**src/npc_pkg.sv**
```systemverilog
// Package for the nearest palette color unit.
// Holds shared types, operation and register codes, and field widths.
// No dependencies.
package npc_pkg;

  localparam int COLOR_W    = 24;
  localparam int INDEX_W    = 8;
  localparam int COUNT_W    = 9;
  localparam int DIST_W     = 18;
  localparam int CFG_ADDR_W = 1;
  localparam int CFG_DATA_W = 9;

  localparam logic [COUNT_W-1:0] PALETTE_COUNT_RESET = 9'd256;

  // Operation codes of a request
  localparam logic OP_WRITE  = 1'b0;
  localparam logic OP_LOOKUP = 1'b1;

  // Configuration register indexes
  localparam logic [CFG_ADDR_W-1:0] REG_PALETTE_COUNT = 1'd0;
  localparam logic [CFG_ADDR_W-1:0] REG_SWAP_RED_BLUE = 1'd1;

  typedef enum logic [1:0] {
    ST_IDLE,
    ST_ISSUE,
    ST_DRAIN,
    ST_FINISH
  } state_e;

  // Controller to datapath
  typedef struct packed {
    logic in_ready;
    logic write_entry;
    logic start;
    logic issue;
    logic load_out;
  } cmd_t;

  // Datapath to controller
  typedef struct packed {
    logic scan_end;
    logic pipe_busy;
    logic out_free;
  } sts_t;

endpackage

```
**src/npc_ctrl.sv**
```systemverilog
// Controller state machine for the nearest palette color unit.
// Depends on npc_pkg for state, command and status types.
module npc_ctrl (
  input  logic          clk_i,
  input  logic          rst_ni,
  input  logic          in_valid_i,
  input  logic          operation_i,
  input  npc_pkg::sts_t sts_i,
  output npc_pkg::cmd_t cmd_o
);

  npc_pkg::state_e state_q, state_d;

  always_ff @(posedge clk_i or negedge rst_ni) begin
    if (!rst_ni) begin
      state_q <= npc_pkg::ST_IDLE;
    end else begin
      state_q <= state_d;
    end
  end

  always_comb begin
    state_d = state_q;
    case (state_q)
      npc_pkg::ST_IDLE: begin
        if (in_valid_i && operation_i == npc_pkg::OP_LOOKUP) begin
          state_d = npc_pkg::ST_ISSUE;
        end
      end
      npc_pkg::ST_ISSUE: begin
        if (sts_i.scan_end) begin
          state_d = npc_pkg::ST_DRAIN;
        end
      end
      npc_pkg::ST_DRAIN: begin
        if (!sts_i.pipe_busy) begin
          state_d = npc_pkg::ST_FINISH;
        end
      end
      npc_pkg::ST_FINISH: begin
        if (sts_i.out_free) begin
          state_d = npc_pkg::ST_IDLE;
        end
      end
      default: state_d = npc_pkg::ST_IDLE;
    endcase
  end

  always_comb begin
    cmd_o = '0;
    case (state_q)
      npc_pkg::ST_IDLE: begin
        cmd_o.in_ready    = 1'b1;
        cmd_o.write_entry = in_valid_i && operation_i == npc_pkg::OP_WRITE;
        cmd_o.start       = in_valid_i && operation_i == npc_pkg::OP_LOOKUP;
      end
      npc_pkg::ST_ISSUE: begin
        cmd_o.issue = !sts_i.scan_end;
      end
      npc_pkg::ST_DRAIN: begin
        cmd_o = '0;
      end
      npc_pkg::ST_FINISH: begin
        cmd_o.load_out = sts_i.out_free;
      end
      default: cmd_o = '0;
    endcase
  end

endmodule

```
**config.mk**
```make
export PLATFORM = sky130hd
export DESIGN_NAME = npc_ctrl
export DESIGN_NICKNAME = d
export VERILOG_FILES = /design/src/npc_pkg.sv /design/src/npc_ctrl.sv
export SDC_FILE = /design/constraint.sdc
export NUM_CORES = 1
export LEC_CHECK = 0
export BUFFER_PORTS_ARGS = -buffer_cell sky130_fd_sc_hd__buf_4
export CORE_AREA = 2 2 39 41
export CTS_CLUSTER_DIAMETER = 100
export DETAILED_ROUTE_END_ITERATION = 16
export DIE_AREA = 0 0 41 43
export PLACE_DENSITY = 0.35
export SYNTH_ARGS = -nofsm -noshare
export SYNTH_HDL_FRONTEND = slang
export SYNTH_SLANG_ARGS = --single-unit
```
**constraint.sdc**
```tcl
create_clock -name clk_i -period 3.8 [get_ports clk_i]
set_clock_uncertainty 0.2 [all_clocks]
set_input_delay 0.38 -clock clk_i [delete_from_list [all_inputs] [get_ports clk_i]]
set_output_delay 0.38 -clock clk_i [all_outputs]
set_load 0.05 [all_outputs]
```
======== After elaboration in Yosys (flattened, before gate mapping) ========
Index checks and enable logic that the tools add are counted.
storage, ports and cells
  output and inout port bits .............. 5
  RAM bits ................................ 0
  memories ................................ 0
  bits of input ports ..................... 7
  bits in latches ......................... 0
  bits in read-only memories .............. 0
  word-level logic and storage cells ...... 22
  bits in registers ....................... 2
operators by class
  multipliers ............................. 0
  muxes and demuxes ....................... 8
  divide/modulo/power cells ............... 0
  add/subtract/negate cells ............... 0
  $lt $le $gt $ge ......................... 0
  shift operators ......................... 0
  bitwise gates (word level) .............. 1
  reduce and logical (&&, ||, !) cells .... 5
  equality and inequality tests ........... 7
operators with widths
  operator            number
  $mux 2              4
  $ne 2x2->1 const B  4
  $pmux 2 s4          1
  $eq 2x2->1 const B  2
  $reduce_and 4->1    1
  $mux 3              1
  $eq 2x1->1 const B  1
  $logic_and 1x1->1   2
  $logic_not 2->1     1
  $mux 1              2
  $logic_not 1->1     1
  $not 1->1           1

======== Depth between registers and ports, before layout ========
  depth in word-level cells ............... 3
  mapped depth ............................ 5
  mapped depth without buffers ............ 5

======== Worst setup path after synthesis ========
OpenSTA, ideal clock, no wires.
  kind .................................... reg2out
  start ................................... reg state_q[0]
  end ..................................... out cmd_o[3] (netlist bit)
  arrival time ............................ 1.746 ns
  buffers on the path ..................... 0
  cell stages (with the launch flop) ...... 5
  data required time ...................... 3.220 ns
  path slack .............................. 1.474 ns
  path through ............................ dfrtp_1 > inv_1 > ha_1 > nand2_1 > nor2_1
RTL lines
  element                 line            text
  from (decl)             npc_ctrl.sv:12  npc_pkg::state_e state_q, state_d;
  from (signal assigned)  npc_ctrl.sv:16  state_q <= npc_pkg::ST_IDLE;
  from (signal assigned)  npc_ctrl.sv:18  state_q <= state_d;
  to (decl)               npc_ctrl.sv:9   output npc_pkg::cmd_t cmd_o

==> results.yml <==
cts:
  clock_path_buffers: 2
  clk_pin_slew_ns: 0.03
  cts_sinks: 2
  cts_root_buf: "clkbuf_4"
  cts_made_buffers: 3
  htreeDepth: 1
  insertion_delay_ns: 0.22
  cts_tree: "built"
  post_cts_resized: 0
routing:
  ant_nets: 0
  routed_wl_um: 437
  vias: 190
  wl_per_cell_um: 8.74
  drt_iter0_drc: 1
  via_per_inst: 3.80
  drc: 0
  drt_first_pass_iters: 4
yosys:
  ys_warn_count: 0
  synthArstFlopShare_pct: 100
  yosysMostFrequentCell: "ha_1"
  synth_edf_count: 0
  yosysTopAreaCellShare_pct: 26.0
  avgSynthCellArea_um2: 10.1
  netlist_top_cells_area: "dfrtp_1, ha_1, mux2_4, nor2b_4, a2111o_1"
  netlist_area_um2: 193
  synth_cell_types: 14
  synth_area_leader_cell: "dfrtp_1"
  syn_inst: 19
  ys_top_cells_by_count: "ha_1, dfrtp_1, inv_1"
  yosys_most_used_dff: "dfrtp_1"
  synth_seq_cells: 2
  syn_nets: 30
  synth-seq-area-share_pct: 26.0
finish:
  area_delta_synth_final_pct: 70.1
  regArea_um2: 50.0
  final_area_um2: 328
  nFillCells: 157
  top_regs: "state_q (2)"
  fin_nets: 47
  largest_register_ffs: 2
  n_antenna_cell: 0
  post-route-util_pct: 23.7
  fin_cells: 50
  drive_gt1_share_pct: 47.1
  largest_register: "state_q"
  multi_input_area_um2: 135
global_route:
  first_global_vias: 212
  grt_use_met2_pct: 10.3
  grt_use_met1_pct: 4.81
  grt_max_degree: 6
  grt.busiest_layer: "met2"
  use_met3_pct: 3.14
  grt_pass1_wl_um: 710
  track_usage_pct: 6.32
  antenna_found_initial: 0
  grt_overflow: 0
power_and_ir_drop:
  internal_power_uw: 149
  p_sw_share_pct: 46.2
  clockPowerShare_pct: 16.7
  power_frac_seq_pct: 16.0
  p_sw_uw: 128
  pwr_density_cell_nw_per_um2: 844
  ir_drop_v: 0.000387
  leakagePower_nw: 0.176
  power.total_uw: 277
  pwr-share-comb_pct: 67.3
sta:
  tightest_slew_ns: 0.244
  fin_crit_sh_pct: 50.1
  relSlewSlack_pct: 83.6
  period_minus_slack_ns: 1.90
  slew_violations: 0
  fin_tns_setup_ns: 0
  rsz0062_at_grt: "false"
  fmax_ghz: 0.525
  hold_viol: 0
  setup_viol: 0
floorplanning:
  dieArea_um2: 1760
  die_x_um: 41
  die_h_um: 43
  fp-row-count: 14
  start_util_pct: 13.9
  io_pins: 12
  core_um2: 1380
setup_path:
  crit_path_top_delay_cell: "dfrtp_1"
  crit_path_start: "state_q[0]"
  cp_cell_sequence: "inv_1 > ha_1 > nand2_1 > nor2_1 > buf_4"
  crit_fanout: 5
  worst_path_largest_cell_delay_ns: 0.39
  cp.arrival_ns: 1.32
  required_ns: 3.22
  rrSetupSlack_ns: 1.94
  cp_num_buf_inv: 2
  critPathTopFamily: "flip-flops"
  start_kind: "flop"
  r2r-start: "state_q[0]"
  crit_type: "flop to output pin"
  worst_setup_path_end_kind: "output pin"
run_status:
  outcome: "finished, final reports clean"
placed_design:
  io_buffers: 11
  dpl.cell_count: 46
  place_area_um2: 295
  routabilityCongestion: 0.558
job:
  maxCapViolCount: 0
min_path:
  hold_class: "input pin to async pin"
-- final cells by class --
cell class,instances,share of cell area [%]
multi-input combinational,15,41.2
timing repair buffer,12,28.2
sequential,2,15.3
clock buffer,3,6.87
tap,16,6.11
inverter,2,2.29
-- worst register-to-register path, cell delays in order (launching register included) --
cell	delay, ns
dfrtp_1	0.36
inv_1	0.08
ha_1	0.25
a21boi_0	0.14
a2111o_1	0.39
mux2_4	0.31
-- kinds of logic after synthesis --
kind of cell / synth area share [%]
flops: 26.0
simple gates: 24.0
buf+inv: 3.90
fa+ha+maj: 26.0
mux: 7.79
compound gates: 12.3
-- power by group through the flow --
stage | Combinational, mW | Sequential (mW) | Clock (mW)
after floorplan | 0.144 | 0.0422 | 0
after global placement | 0.184 | 0.0447 | 0
after detailed placement | 0.185 | 0.0446 | 0
after CTS | 0.188 | 0.0444 | 0.0502
after global routing | 0.205 | 0.0461 | 0.0526
final | 0.186 | 0.0444 | 0.0462
-- timing repair --
action                                 4_1_cts  5_1_grt
hold buffers                                 1        0
endpoints found under the hold margin        2        0
buffers inserted                             0        0
setup endpoints to repair                    0        0
-- path summary, 6_finish.rpt --
kind                                   end  depth (start not counted)
max in group asynchronous       state_q[0]                          2
worst min-delay path            state_q[1]                          2
worst max register to register  state_q[1]                          5
min in group clk_i              state_q[0]                          3
worst min register to register  state_q[1]                          1
worst max-delay path              cmd_o[3]                          5
-- cell usage in the layout (no fill, tap or decap), types with 2 or more instances in the layout --
cell type  synthesis  layout
buf_4              0      11
ha_1               4       4
clkbuf_4           0       3
inv_1              2       2
dfrtp_1            2       2
-- stage by stage --
stage / hold WS (ns) / setup slack [ns]
after floorplan: -0.116 / 1.47
after global placement: -0.0377 / 1.94
after detailed placement: -0.0364 / 1.94
after CTS: 0.268 / 1.87
after global routing: 0.279 / 1.76
final: 0.277 / 1.90
-- layer usage --
layer | up-vias | share of wire [%]
met5 | - | 0
met1 | 85 | 38
met3 | 0 | 14
met2 | 10 | 48
met4 | 0 | 0
li1 | 95 | -
Power figures use the tool's default switching activity.
